===== config.mk =====
export PLATFORM = sky130hd
export DESIGN_NAME = tvfi_seq
export DESIGN_NICKNAME = d
export VERILOG_FILES = /design/src/design/tvfi_pkg.sv /design/src/design/tvfi_seq.sv
export SDC_FILE = /design/constraint.sdc
export NUM_CORES = 1
export LEC_CHECK = 0
export CAP_MARGIN = 20
export CORE_ASPECT_RATIO = 1.4
export CORE_UTILIZATION = 40
export CTS_BUF_LIST = sky130_fd_sc_hd__clkbuf_16
export DETAILED_ROUTE_END_ITERATION = 8
export DONT_BUFFER_PORTS = 1
export PLACE_DENSITY = 0.58
export SKIP_LAST_GASP = 1
export SYNTH_ARGS = -nofsm -noshare
export SYNTH_HDL_FRONTEND = slang
export SYNTH_SLANG_ARGS = --single-unit

===== constraint.sdc =====
create_clock -name clk -period 6.42 [get_ports clk]
set_clock_uncertainty 0.15 [all_clocks]
set_input_delay 0.321 -clock clk [delete_from_list [all_inputs] [get_ports clk]]
set_output_delay 0.321 -clock clk [all_outputs]
set_load 0.03 [all_outputs]

===== src/design/tvfi_pkg.sv =====
// Shared types, sizes and codes of the trilinear vector field interpolator.
// Depends on nothing; every design file but tvfi_ram refers to it by scoped names.

package tvfi_pkg;

  // Grid geometry and number formats
  localparam int GRID_X     = 16;
  localparam int GRID_Y     = 16;
  localparam int GRID_Z     = 16;
  localparam int GRID_TOTAL = GRID_X * GRID_Y * GRID_Z;
  localparam int FRAC_BITS  = 12;

  localparam int POS_W     = 16;
  localparam int INT_W     = POS_W - FRAC_BITS;
  localparam int CRD_W     = INT_W + 1;
  localparam int IDX_W     = 12;
  localparam int ADDR_W    = $clog2(GRID_TOTAL);
  localparam int SAMPLE_W  = 16;
  localparam int ENTRY_W   = 3 * SAMPLE_W;
  localparam int COMP_W    = 24;
  localparam int CFG_W     = 16;
  localparam int CFG_IDX_W = 2;
  localparam int KIND_W    = 2;
  localparam int COL_W     = 2;
  localparam int STEP_W    = 3;

  // Arithmetic widths
  localparam int WGT_W  = FRAC_BITS + 1;
  localparam int WXY_W  = 2 * WGT_W;
  localparam int COEF_W = 3 * FRAC_BITS + 1;
  localparam int DIFF_W = SAMPLE_W + 1;
  localparam int ACC_W  = DIFF_W + COEF_W + 1;

  localparam int SHIFT_INTERP = 3 * FRAC_BITS;
  localparam int SHIFT_GRAD   = 8;

  localparam logic signed [ACC_W-1:0] RND_INTERP = ACC_W'(1) << (SHIFT_INTERP - 1);
  localparam logic signed [ACC_W-1:0] RND_GRAD   = ACC_W'(1) << (SHIFT_GRAD - 1);
  localparam logic signed [ACC_W-1:0] SAT_HI     = ACC_W'((2 ** (COMP_W - 1)) - 1);
  localparam logic signed [ACC_W-1:0] SAT_LO     = -SAT_HI - ACC_W'(1);

  // Command kinds
  localparam logic [KIND_W-1:0] KIND_WRITE  = 2'd0;
  localparam logic [KIND_W-1:0] KIND_INTERP = 2'd1;
  localparam logic [KIND_W-1:0] KIND_GRAD   = 2'd2;

  // Configuration register indexes
  localparam logic [CFG_IDX_W-1:0] CFG_INV_STEP_X = 2'd0;
  localparam logic [CFG_IDX_W-1:0] CFG_INV_STEP_Y = 2'd1;
  localparam logic [CFG_IDX_W-1:0] CFG_INV_STEP_Z = 2'd2;
  localparam logic [CFG_W-1:0]     INV_STEP_RESET = 16'd256;

  // Per-operation control traveling down the datapath
  typedef struct packed {
    logic             valid;
    logic             grad;
    logic             base;
    logic             oor;
    logic             clear;
    logic             emit;
    logic             last;
    logic [COL_W-1:0] column;
  } ctrl_t;

  // Flat grid address of a corner
  function automatic logic [ADDR_W-1:0] flat_index(input logic [CRD_W-1:0] x,
                                                   input logic [CRD_W-1:0] y,
                                                   input logic [CRD_W-1:0] z);
    int unsigned idx;
    idx = 32'(x) + 32'(GRID_X) * (32'(y) + 32'(GRID_Y) * 32'(z));
    return idx[ADDR_W-1:0];
  endfunction

endpackage


===== src/design/tvfi_seq.sv =====
// Sequencer: latches a query, walks its corner reads, forms corner weights.
// Depends on tvfi_pkg.

module tvfi_seq (
  input  logic                          clk,
  input  logic                          rst_n,
  input  logic                          accept,
  input  logic [tvfi_pkg::KIND_W-1:0]   kind,
  input  logic [tvfi_pkg::POS_W-1:0]    pos_x,
  input  logic [tvfi_pkg::POS_W-1:0]    pos_y,
  input  logic [tvfi_pkg::POS_W-1:0]    pos_z,
  output logic                          busy,
  output logic [tvfi_pkg::ADDR_W-1:0]   raddr,
  output tvfi_pkg::ctrl_t               ctrl_o,
  output logic [tvfi_pkg::WXY_W-1:0]    wxy_o,
  output logic [tvfi_pkg::WGT_W-1:0]    wz_o
);

  logic [tvfi_pkg::POS_W-1:0]     pos_in   [3];
  logic [tvfi_pkg::CRD_W-1:0]     fl_in    [3];
  logic [tvfi_pkg::CRD_W-1:0]     ce_in    [3];
  logic [tvfi_pkg::FRAC_BITS-1:0] fr_in    [3];
  logic [2:0]                     oor_axis;

  logic [tvfi_pkg::CRD_W-1:0]     fl_r     [3];
  logic [tvfi_pkg::CRD_W-1:0]     ce_r     [3];
  logic [tvfi_pkg::FRAC_BITS-1:0] fr_r     [3];
  logic                           run_r, run_nxt;
  logic                           grad_r, oor_r;
  logic [tvfi_pkg::STEP_W-1:0]    step_r, step_nxt;
  logic [tvfi_pkg::STEP_W-1:0]    last_step;
  logic                           is_last, start_item;

  logic [2:0]                     sel;
  logic [tvfi_pkg::CRD_W-1:0]     crd      [3];
  logic [tvfi_pkg::WGT_W-1:0]     wgt      [3];
  logic [tvfi_pkg::WGT_W-1:0]     one_w;
  tvfi_pkg::ctrl_t                ctrl_nxt, ctrl_r;
  logic [tvfi_pkg::WXY_W-1:0]     wxy_r;
  logic [tvfi_pkg::WGT_W-1:0]     wz_r;

  assign pos_in[0] = pos_x;
  assign pos_in[1] = pos_y;
  assign pos_in[2] = pos_z;
  assign one_w     = tvfi_pkg::WGT_W'(1) << tvfi_pkg::FRAC_BITS;

  always_comb begin
    for (int a = 0; a < 3; a++) begin
      fl_in[a] = {1'b0, pos_in[a][tvfi_pkg::POS_W-1:tvfi_pkg::FRAC_BITS]};
      fr_in[a] = pos_in[a][tvfi_pkg::FRAC_BITS-1:0];
      ce_in[a] = fl_in[a] + tvfi_pkg::CRD_W'(|fr_in[a]);
    end
    oor_axis[0] = 32'(ce_in[0]) >= 32'(tvfi_pkg::GRID_X);
    oor_axis[1] = 32'(ce_in[1]) >= 32'(tvfi_pkg::GRID_Y);
    oor_axis[2] = 32'(ce_in[2]) >= 32'(tvfi_pkg::GRID_Z);
  end

  assign start_item = accept && (kind == tvfi_pkg::KIND_INTERP || kind == tvfi_pkg::KIND_GRAD);

  // interpolate: eight corners or one flagged result; gradient: base plus three, or three flagged results
  always_comb begin
    unique case ({grad_r, oor_r})
      2'b00:   last_step = tvfi_pkg::STEP_W'(7);
      2'b01:   last_step = tvfi_pkg::STEP_W'(0);
      2'b10:   last_step = tvfi_pkg::STEP_W'(3);
      default: last_step = tvfi_pkg::STEP_W'(2);
    endcase
  end

  assign is_last = step_r == last_step;
  assign busy    = run_r && !is_last;

  always_comb begin
    run_nxt  = run_r;
    step_nxt = step_r + tvfi_pkg::STEP_W'(1);
    if (start_item) begin
      run_nxt  = 1'b1;
      step_nxt = '0;
    end else if (run_r && is_last) begin
      run_nxt = 1'b0;
    end
  end

  // per axis: take the ceiling corner or the floor corner
  always_comb begin
    for (int a = 0; a < 3; a++) begin
      sel[a] = grad_r ? (32'(step_r) == a + 1) : step_r[a];
      crd[a] = sel[a] ? ce_r[a] : fl_r[a];
      wgt[a] = sel[a] ? {1'b0, fr_r[a]} : one_w - {1'b0, fr_r[a]};
    end
  end

  assign raddr = tvfi_pkg::flat_index(crd[0], crd[1], crd[2]);

  always_comb begin
    ctrl_nxt        = '0;
    ctrl_nxt.valid  = run_r;
    ctrl_nxt.grad   = grad_r;
    ctrl_nxt.oor    = oor_r;
    priority if (oor_r) begin
      ctrl_nxt.clear  = 1'b1;
      ctrl_nxt.emit   = 1'b1;
      ctrl_nxt.last   = is_last;
      ctrl_nxt.column = grad_r ? step_r[tvfi_pkg::COL_W-1:0] : '0;
    end else if (grad_r) begin
      ctrl_nxt.base   = step_r == '0;
      ctrl_nxt.clear  = 1'b1;
      ctrl_nxt.emit   = step_r != '0;
      ctrl_nxt.last   = is_last;
      ctrl_nxt.column = step_r[tvfi_pkg::COL_W-1:0] - tvfi_pkg::COL_W'(1);
    end else begin
      ctrl_nxt.clear  = step_r == '0;
      ctrl_nxt.emit   = is_last;
      ctrl_nxt.last   = is_last;
    end
  end

  always_ff @(posedge clk) begin
    if (!rst_n) begin
      run_r  <= 1'b0;
      step_r <= '0;
      ctrl_r <= '0;
    end else begin
      run_r  <= run_nxt;
      step_r <= step_nxt;
      ctrl_r <= ctrl_nxt;
    end
  end

  always_ff @(posedge clk) begin
    wxy_r <= wgt[0] * wgt[1];
    wz_r  <= wgt[2];
    if (start_item) begin
      grad_r <= kind == tvfi_pkg::KIND_GRAD;
      oor_r  <= |oor_axis;
      for (int a = 0; a < 3; a++) begin
        fl_r[a] <= fl_in[a];
        ce_r[a] <= ce_in[a];
        fr_r[a] <= fr_in[a];
      end
    end
  end

  assign ctrl_o = ctrl_r;
  assign wxy_o  = wxy_r;
  assign wz_o   = wz_r;

endmodule


==> flow_metrics.py, run 1 <==
metrics = {
    "floorplanning": {
        "start_util": 0.411,
        "num_rows": 68,
        "core_area_um2": 24900,
        "pin_count": 114,
        "die_y_um": 191,
        "dieArea_um2": 26300,
        "die_w_um": 137,
    },
    "global_routing": {
        "grt_pass1_wl_mm": 41.5,
        "antenna_found_initial": 0,
        "grt_pass1_vias": 8283,
        "grt_max_degree": 59,
        "grtUsageTotal": 0.211,
        "grt_overflow": 0,
    },
    "clocking": {
        "clock_sinks": 116,
        "clock_latency_ns": 0.43,
        "cts_tree": "built",
        "clk_pin_slew_ns": 0.06,
        "numCtsBuffers": 17,
        "h-tree-depth": 4,
        "clockRootBuffer": "clkbuf_16",
        "clockBufferDepth": 2,
    },
    "cells_and_area": {
        "n_antenna_cell": 0,
        "areaGrowthSynthToFinish_pct": 23.6,
        "final_cell_mix": "inv_1 (179), nand2_1 (132), fa_1 (117), buf_4 (95), nor2_1 (93)",
        "fin_nets": 1447,
        "mostFrequentLayoutCell": "inv_1",
        "drive_gt1_frac": 0.160,
    },
    "sta": {
        "min_period_ns": 6.22,
        "timing.fmax_mhz": 161,
        "rsz0062_at_grt": "yes",
        "period_share": 0.968,
        "hold_viol": 0,
        "tightest_slew_ns": 0.780,
        "tns_ns": 0,
        "drv_slew": 0,
        "slew_headroom": 0.465,
        "setup_viol": 0,
    },
    "worst_setup_path": {
        "crit_path_max_fanout": 5,
        "path_buf_inv": 5,
        "critical_path_arrival_ns": 6.38,
        "critPathRequiredTime_ns": 6.59,
        "r2r_cells": 21,
        "crit_type": "register to register",
        "crit_path_end_kind": "register",
        "critPathMaxStageDelay_ns": 0.58,
        "cp_slowest_cell": "or4_4",
        "worst-path-stages": 21,
        "crit_chain": "or4_4 -> o41ai_4 -> buf_4 -> xor2_2 -> buf_6 -> nor2_1 -> fa_2 -> inv_1 -> fa_1 -> fa_1 -> fa_1 -> fa_1 -> inv_1 -> ha_4 -> o21ai_0 -> a32o_2 -> o21a_1 -> buf_4 -> o31ai_1 -> a21oi_1 -> xnor2_1",
        "cpMostUsedCell": "fa_1",
        "critical-path-top-delay-family": "adder cells",
        "critPathLaunchType": "register",
    },
    "yosys": {
        "yosys_warnings": 0,
        "ys_types": 63,
        "ys_ff_latch": 116,
        "syn_area_um2": 10200,
        "netlist_instances": 1029,
        "syn_area_per_cell_um2": 9.95,
        "async_reset_ff_frac": 0,
        "synth_edf_count": 64,
        "synth_ff_type": "edfxtp_1",
        "synth_seq_area_share": 0.289,
        "synth_fp_nets": 1293,
    },
    "route": {
        "vias": 7540,
        "wirelength_mm": 25.6,
        "wire_per_inst_um": 16.9,
        "drc": 0,
        "drt-vias-per-instance": 4.99,
        "dr.first_iter.drc_count": 256,
        "antenna_left": 0,
        "drtPass1Iterations": 6,
    },
    "worst_hold_path": {
        "hp-class": "primary input to register",
        "hold-path-cell-count": 1,
    },
    "placed_design": {
        "port_buffers": 0,
        "gp_congestion": 0.913,
        "dpl.hpwl_mm": 20.5,
    },
    "outcome": {
        "status": "complete, no violations",
    },
    "job": {
        "cap_violations": 0,
    },
}
[worst register-to-register path, cell delays in order, from the launching register on]
cell and delay (ns):
edfxtp_1 0.40, or4_4 0.58, o41ai_4 0.38, buf_4 0.17
xor2_2 0.14, buf_6 0.15, nor2_1 0.06, fa_2 0.52
inv_1 0.05, fa_1 0.46, fa_1 0.53, fa_1 0.52
fa_1 0.54, inv_1 0.06, ha_4 0.28, o21ai_0 0.09
a32o_2 0.23, o21a_1 0.21, buf_4 0.14, o31ai_1 0.20
a21oi_1 0.12, xnor2_1 0.13
[final timing paths]
path,from,endpoint,slack (ns)
worst min-delay path,pos_y[15],ce_r[0][9],0.01
worst min register to register,fr_r[0][24],wz_o[0],0.27
worst max register to register,fr_r[0][14],wxy_o[22],0.20
worst max-delay path,fr_r[0][14],wxy_o[22],0.20
[cell type report]
type	count	area [um^2]
repair buffers	153	1330
clock inverters	15	105
well taps	315	394
fillers	2294	12300
multi-input cells	713	6760
flip-flops and latches	116	2960
inverters	182	683
clock buffers	17	425
[cells in the mapped netlist, types with 2 or more instances]
cell type,instances,area (um^2)
nor3b_1,3,22.5
nand2b_1,3,18.8
fa_1,121,2420
mux2i_1,9,90.1
nor4_1,12,75.1
a22oi_1,2,15.0
edfxtp_1,64,1920
dfxtp_1,52,1040
a31oi_1,5,31.3
nand3_1,16,80.1
buf_2,6,30.0
nand4_1,3,18.8
nor4_2,3,37.5
or3_1,2,12.5
and3_1,5,31.3
o21a_1,6,45.0
a311o_1,2,20.0
xnor2_1,47,412
or4_1,4,30.0
and4_1,3,26.3
a32o_1,2,20.0
o31ai_1,3,22.5
nand2_1,135,507
and2_1,13,81.3
a21oi_1,29,145
inv_1,180,676
nor3_1,6,30.0
o21ai_0,16,80.1
nor2_1,94,353
a21o_1,4,30.0
clkinv_1,2,7.51
xor2_1,35,307
o41ai_1,2,17.5
nor2b_1,5,31.3
ha_1,90,1130
clkbuf_1,10,37.5
o21ai_1,2,10.0
mux2_2,8,90.1
[registers in the layout (all words and copies together) (netlist names)]
register  cells
grad_r        1
ctrl_o        9
fr_r         36
wz_o         13
ce_r         14
oor_r         1
wxy_o        26
step_r        3
fl_r         12
run_r         1
[per-stage QoR]
stage	util	setup WS (ns)	hold WS (ns)	area [um^2]	instances
after floorplan	-	0.159	0.239	10200	1029
after global placement	0.453	0.0626	0.261	11300	1420
after detailed placement	0.453	-0.0550	0.259	11300	1420
after CTS	0.495	0.0546	0.00419	12300	1502
after global routing	0.508	-0.0217	0.0156	12700	1511
final	0.508	0.202	0.0103	12700	1511
[what timing repair did]
item                                    CTS  global route
pin swaps                                 0            33
endpoints found under the setup margin    3            11
endpoints found under the hold margin    75             0
buffers inserted                          0             9
hold buffers                             50             0
resized for setup                         1            48
[layer usage]
layer,GRT usage,up-vias,share of wire
met3,0.0435,46,0.049
met1,0.225,3688,0.38
li1,-,3606,-
met2,0.396,200,0.54
met5,0,-,0
met4,0.0841,0,0.031
[logic make-up after synthesis]
family | Yosys count | synth area share
DFF | 116 | 0.289
and+or+nand+nor | 313 | 0.139
adders and majority gates | 211 | 0.346
buffers and inverters | 200 | 0.0751
muxes | 17 | 0.0176
AOI/OAI and AO/OA | 89 | 0.0612
xor gates and xnor gates | 83 | 0.0717
Power of run 1 is not shown: default switching activity piles up to over one toggle a cycle in this logic, so the estimate is an artifact.
==> run 2: changes to the inputs <==
--- a/config.mk
+++ b/config.mk
@@ -7,8 +7,9 @@
 export LEC_CHECK = 0
 export CAP_MARGIN = 20
 export CORE_ASPECT_RATIO = 1.4
+export CORE_MARGIN = 3
 export CORE_UTILIZATION = 40
-export CTS_BUF_LIST = sky130_fd_sc_hd__clkbuf_16
+export CTS_BUF_LIST = sky130_fd_sc_hd__clkbuf_4
 export DETAILED_ROUTE_END_ITERATION = 8
 export DONT_BUFFER_PORTS = 1
 export PLACE_DENSITY = 0.58
==> run 2 against run 1 <==
Compared with the run above: critical path type unchanged; critical endpoint is now wxy_o[24]; register-to-register slack worse by 0.04 ns; die area up 5.1%; non-clock buffer count up 9; largest cell class unchanged; first-iteration DRC count up 7.4%.
==> flow_metrics.py, run 2 (synthesized netlist as in run 1, its figures left out) <==
metrics = {
    "sta": {
        "tightest_slew_ns": 0.790,
        "slew_headroom": 0.459,
        "drv_slew": 0,
        "min_period_ns": 6.26,
        "timing.fmax_mhz": 160,
        "setup_viol": 0,
        "hold_viol": 0,
        "rsz0062_at_grt": "yes",
        "period_share": 0.975,
    },
    "worst_setup_path": {
        "crit_path_end_kind": "register",
        "crit_path_max_fanout": 4,
        "critPathLaunchType": "register",
        "critPathRequiredTime_ns": 6.78,
        "crit_type": "register to register",
        "critical_path_arrival_ns": 6.62,
    },
    "global_routing": {
        "grt_overflow": 0,
        "grt_pass1_vias": 7990,
        "grt_pass1_wl_mm": 41.4,
        "grtUsageTotal": 0.191,
        "grt_max_degree": 36,
        "antenna_found_initial": 1,
    },
    "route": {
        "drtPass1Iterations": 4,
        "drc": 0,
        "vias": 7574,
        "wire_per_inst_um": 16.9,
        "drt-vias-per-instance": 4.98,
        "dr.first_iter.drc_count": 275,
        "wirelength_mm": 25.7,
        "antenna_left": 0,
    },
    "cells_and_area": {
        "multi_input_area_um2": 6790,
        "areaGrowthSynthToFinish_pct": 22.3,
        "mostFrequentLayoutCell": "inv_1",
        "fillerInstances": 2283,
        "regMostFlops": "fr_r",
        "fin_nets": 1457,
        "register_area_um2": 2970,
        "final_core_util": 0.502,
        "largest_reg_flops": 36,
        "final_cell_mix": "inv_1 (173), nand2_1 (132), fa_1 (117), buf_4 (105), nor2_1 (92)",
        "drive_gt1_frac": 0.176,
    },
    "clocking": {
        "clockRootBuffer": "clkbuf_4",
        "clock_sinks": 116,
        "clk_pin_slew_ns": 0.15,
        "clock_latency_ns": 0.60,
        "numCtsBuffers": 17,
        "h-tree-depth": 4,
        "cts_tree": "built",
        "clockBufferDepth": 2,
    },
    "placed_design": {
        "dpl.hpwl_mm": 20.8,
        "gp_congestion": 0.926,
        "port_buffers": 0,
    },
    "floorplanning": {
        "pin_count": 114,
        "dieArea_um2": 27600,
        "num_rows": 68,
        "die_y_um": 195,
        "start_util": 0.411,
        "core_area_um2": 24900,
        "die_w_um": 141,
    },
    "worst_hold_path": {
        "hp-class": "primary input to register",
    },
    "job": {
        "cap_violations": 0,
    },
    "outcome": {
        "status": "complete, no violations",
    },
}
[run 2: cell count changes in the layout (fill, tap and decap cells not counted), moves of 4 or more]
cell       before  now
inv_1         179  173
clkbuf_4        0   17
a21oi_1        26   22
buf_4          95  105
inv_6           0    4
clkbuf_16      17    0
a21oi_2         4    8
[run 2: repair_timing]
action	in CTS	in global routing
gates cloned	0	1
hold buffers	53	0
buffers inserted	1	20
endpoints found under the setup margin	7	14
endpoints found under the hold margin	77	0
resized for setup	4	55
pin swaps	1	33
[run 2: stage by stage]
stage	std cells	setup slack [ns]	hold slack (ns)	area (um^2)	TNS, ns
floorplan	1029	0.159	0.239	10200	0
global placement	1414	-0.136	0.264	11200	-0.433
detailed placement	1414	-0.226	0.263	11200	-0.795
CTS	1500	-0.00252	0.212	12100	-0.00252
global route	1522	-0.0642	0.216	12500	-0.154
finish	1522	0.160	0.247	12500	0
[run 2: final timing paths]
check                   start           to  slack [ns]  cells after the start
setup / recovery  fr_r[0][14]    wxy_o[24]        0.16                     21
hold / removal       pos_y[1]  fr_r[0][13]        0.25                      1
setup reg to reg  fr_r[0][14]    wxy_o[24]        0.16                     21
hold reg to reg   fr_r[0][24]      wz_o[0]        0.29                      0
[run 2: metal layers]
metal / global-route usage / share of wire / vias up
met5: 0 / 0 / -
met3: 0.0409 / 0.047 / 42
met2: 0.364 / 0.55 / 183
li1: - / - / 3641
met1: 0.206 / 0.38 / 3708
met4: 0.0632 / 0.028 / 0
[run 2: critical path, cell delays in order (launching register included)]
cell	delay [ns]
edfxtp_1	0.43
or4_4	0.57
o41ai_4	0.38
buf_4	0.19
xnor2_4	0.11
and2_4	0.18
fa_1	0.48
inv_2	0.04
fa_1	0.50
fa_1	0.52
inv_2	0.04
fa_1	0.55
inv_2	0.05
fa_1	0.49
inv_2	0.05
ha_4	0.27
o21ai_0	0.10
a32o_2	0.25
o21a_1	0.23
o41ai_2	0.33
a21oi_1	0.12
xnor2_1	0.14
[run 2: final cells by class]
class                   count  area share
repair buffers            162       0.110
clock buffers              17      0.0102
clock inverters            15      0.0142
flip-flops and latches    116       0.237
well taps                 315      0.0315
diodes                      1    0.000200
inverters                 182      0.0549
multi-input cells         714       0.542
Power of run 2 is left out for the same reason.
==> run 3: changes to the inputs <==
--- a/config.mk
+++ b/config.mk
@@ -12,7 +12,7 @@
 export CTS_BUF_LIST = sky130_fd_sc_hd__clkbuf_4
 export DETAILED_ROUTE_END_ITERATION = 8
 export DONT_BUFFER_PORTS = 1
-export PLACE_DENSITY = 0.58
+export PLACE_DENSITY = 0.56
 export SKIP_LAST_GASP = 1
 export SYNTH_ARGS = -nofsm -noshare
 export SYNTH_HDL_FRONTEND = slang
==> constraint.sdc (replaced) <==
create_clock -name clk -period 6.64 [get_ports clk]
set_clock_uncertainty 0.15 [all_clocks]
set_input_delay 0.332 -clock clk [delete_from_list [all_inputs] [get_ports clk]]
set_output_delay 0.332 -clock clk [all_outputs]
set_load 0.03 [all_outputs]
==> run 3 against run 2 <==
Compared with the run above: first-iteration DRC count is 3.6% higher; non-clock buffer count is 37 lower; sequential cell count stayed put; global-route usage is 0.12 points lower; critical path depth is 1 higher; utilization is 2.0 points lower; count of clock-buffer cells in the layout is 4 higher; sequential share of layout area is 0.93 points higher; register-to-register slack better by 0.14 ns; worst setup slack better by 0.14 ns; critical path type unchanged.
==> flow_metrics.py, run 3 (synthesized netlist as in run 1, its figures left out) <==
metrics = {
    "outcome": {
        "status": "complete, no violations",
    },
    "route": {
        "vias": 7472,
        "antenna_left": 0,
        "dr.first_iter.drc_count": 285,
        "drtPass1Iterations": 5,
        "drt-vias-per-instance": 5.04,
        "wirelength_mm": 25.5,
        "wire_per_inst_um": 17.2,
        "drc": 0,
    },
    "floorplanning": {
        "die_y_um": 195,
        "start_util": 0.411,
        "pin_count": 114,
        "core_area_um2": 24900,
        "die_w_um": 141,
        "dieArea_um2": 27600,
        "num_rows": 68,
    },
    "global_routing": {
        "grt_pass1_wl_mm": 40.8,
        "grt_overflow": 0,
        "antenna_found_initial": 1,
        "grt_max_degree": 64,
        "grt_pass1_vias": 7871,
        "grtUsageTotal": 0.190,
    },
    "sta": {
        "timing.fmax_mhz": 158,
        "min_period_ns": 6.34,
        "rsz0062_at_grt": "no",
        "setup_viol": 0,
        "slew_headroom": 0.491,
        "period_share": 0.954,
        "drv_slew": 0,
        "tightest_slew_ns": 0.743,
        "hold_viol": 0,
        "tns_ns": 0,
    },
    "worst_setup_path": {
        "crit_type": "register to register",
        "ff2ff_setup_slack_ns": 0.30,
        "reg2reg_from": "fr_r[0][15]",
        "critical_path_arrival_ns": 6.68,
        "crit_path_max_fanout": 7,
        "cpMostUsedCell": "fa_1",
        "critPathRequiredTime_ns": 6.99,
        "critPathLaunchType": "register",
        "crit_chain": "buf_4 -> or4_4 -> o41ai_4 -> xnor2_1 -> buf_4 -> and2_1 -> fa_1 -> inv_1 -> fa_1 -> fa_1 -> inv_1 -> fa_1 -> inv_1 -> fa_1 -> inv_1 -> ha_1 -> a22oi_1 -> a32o_1 -> o21a_1 -> o41ai_1 -> a21oi_1 -> xnor2_1",
        "critPathMaxStageDelay_ns": 0.55,
        "cp_slowest_cell": "or4_4",
        "r2r_cells": 22,
        "crit_path_end_kind": "register",
        "regToRegEndpoint": "wxy_o[24]",
    },
    "worst_hold_path": {
        "hold_end": "fr_r[0][2]",
        "hp-class": "primary input to register",
        "min_from": "pos_x[2]",
        "hold-path-cell-count": 1,
    },
    "cells_and_area": {
        "largest_reg_flops": 36,
        "mostFrequentLayoutCell": "inv_1",
        "final_cell_mix": "inv_1 (179), nand2_1 (135), fa_1 (121), nor2_1 (93), ha_1 (88)",
        "drive_gt1_frac": 0.121,
        "regMostFlops": "fr_r",
        "fin_nets": 1419,
        "areaGrowthSynthToFinish_pct": 17.4,
    },
    "clocking": {
        "clockRootBuffer": "clkbuf_4",
        "clock_sinks": 116,
        "clk_pin_slew_ns": 0.14,
        "numCtsBuffers": 17,
        "clockBufferDepth": 2,
        "clock_latency_ns": 0.58,
        "cts_tree": "built",
        "h-tree-depth": 4,
    },
    "placed_design": {
        "port_buffers": 0,
        "dpl.hpwl_mm": 20.7,
        "gp_congestion": 0.896,
    },
    "job": {
        "cap_violations": 0,
    },
}
-- run 3: final cells by class --
type	count	area (um^2)
antenna	1	2.50
clock buffer	21	158
clock inverter	11	163
fill	2377	12900
inverter	182	683
multi-input combinational	713	6590
sequential	116	2960
tap	315	394
timing repair buffer	125	1080
-- run 3: worst max-delay path by stage --
stage	to	cells past startpoint	startpoint	slack, ns
6_report	wxy_o[24]	22	fr_r[0][15]	0.30
5_1_grt	wxy_o[24]	23	fr_r[0][5]	0.009
4_1_cts	wxy_o[24]	23	fr_r[0][12]	0.1
3_5_place_dp	wxy_o[24]	23	fr_r[0][12]	0.1
3_3_place_gp	wxy_o[24]	22	fr_r[0][2]	0.20
2_1_floorplan	wxy_o[24]	24	fr_r[0][12]	0.38
-- run 3: stage by stage --
| stage | util | setup WS, ns | instances | hold slack (ns) | cell area (um^2) |
|---|---|---|---|---|---|
| after global routing | 0.483 | 0.00870 | 1484 | 0.249 | 12000 |
| after global placement | 0.443 | 0.196 | 1391 | 0.262 | 11100 |
| final | 0.483 | 0.302 | 1484 | 0.271 | 12000 |
| after CTS | 0.477 | 0.0960 | 1475 | 0.231 | 11900 |
| after detailed placement | 0.443 | 0.0958 | 1391 | 0.261 | 11100 |
| after floorplan | - | 0.379 | 1029 | 0.239 | 10200 |
-- run 3: per-layer routing --
metal	global-route usage	part of all wire	vias up
li1	-	-	3564
met1	0.205	0.37	3647
met2	0.361	0.55	226
met3	0.0424	0.055	35
met4	0.0614	0.025	0
met5	0	0	-
-- run 3: what timing repair did --
| action | CTS | global route |
|---|---|---|
| hold endpoints to repair | 78 | 0 |
| setup buffers | 0 | 8 |
| setup endpoints to repair | 0 | 8 |
| resized for setup | 0 | 15 |
| hold buffers | 52 | 0 |
-- run 3: worst max-delay path: cells and delay by family (launching register included) --
kind	cells	cell delay (ns)
adder cells (fa/ha/maj)	6	2.79
flip-flops	1	0.39
AO/OA/AOI/OAI	6	1.31
XOR/XNOR	2	0.30
buffers and inverters	6	0.62
AND/OR/NAND/NOR	2	0.71
Power of run 3 is left out for the same reason.
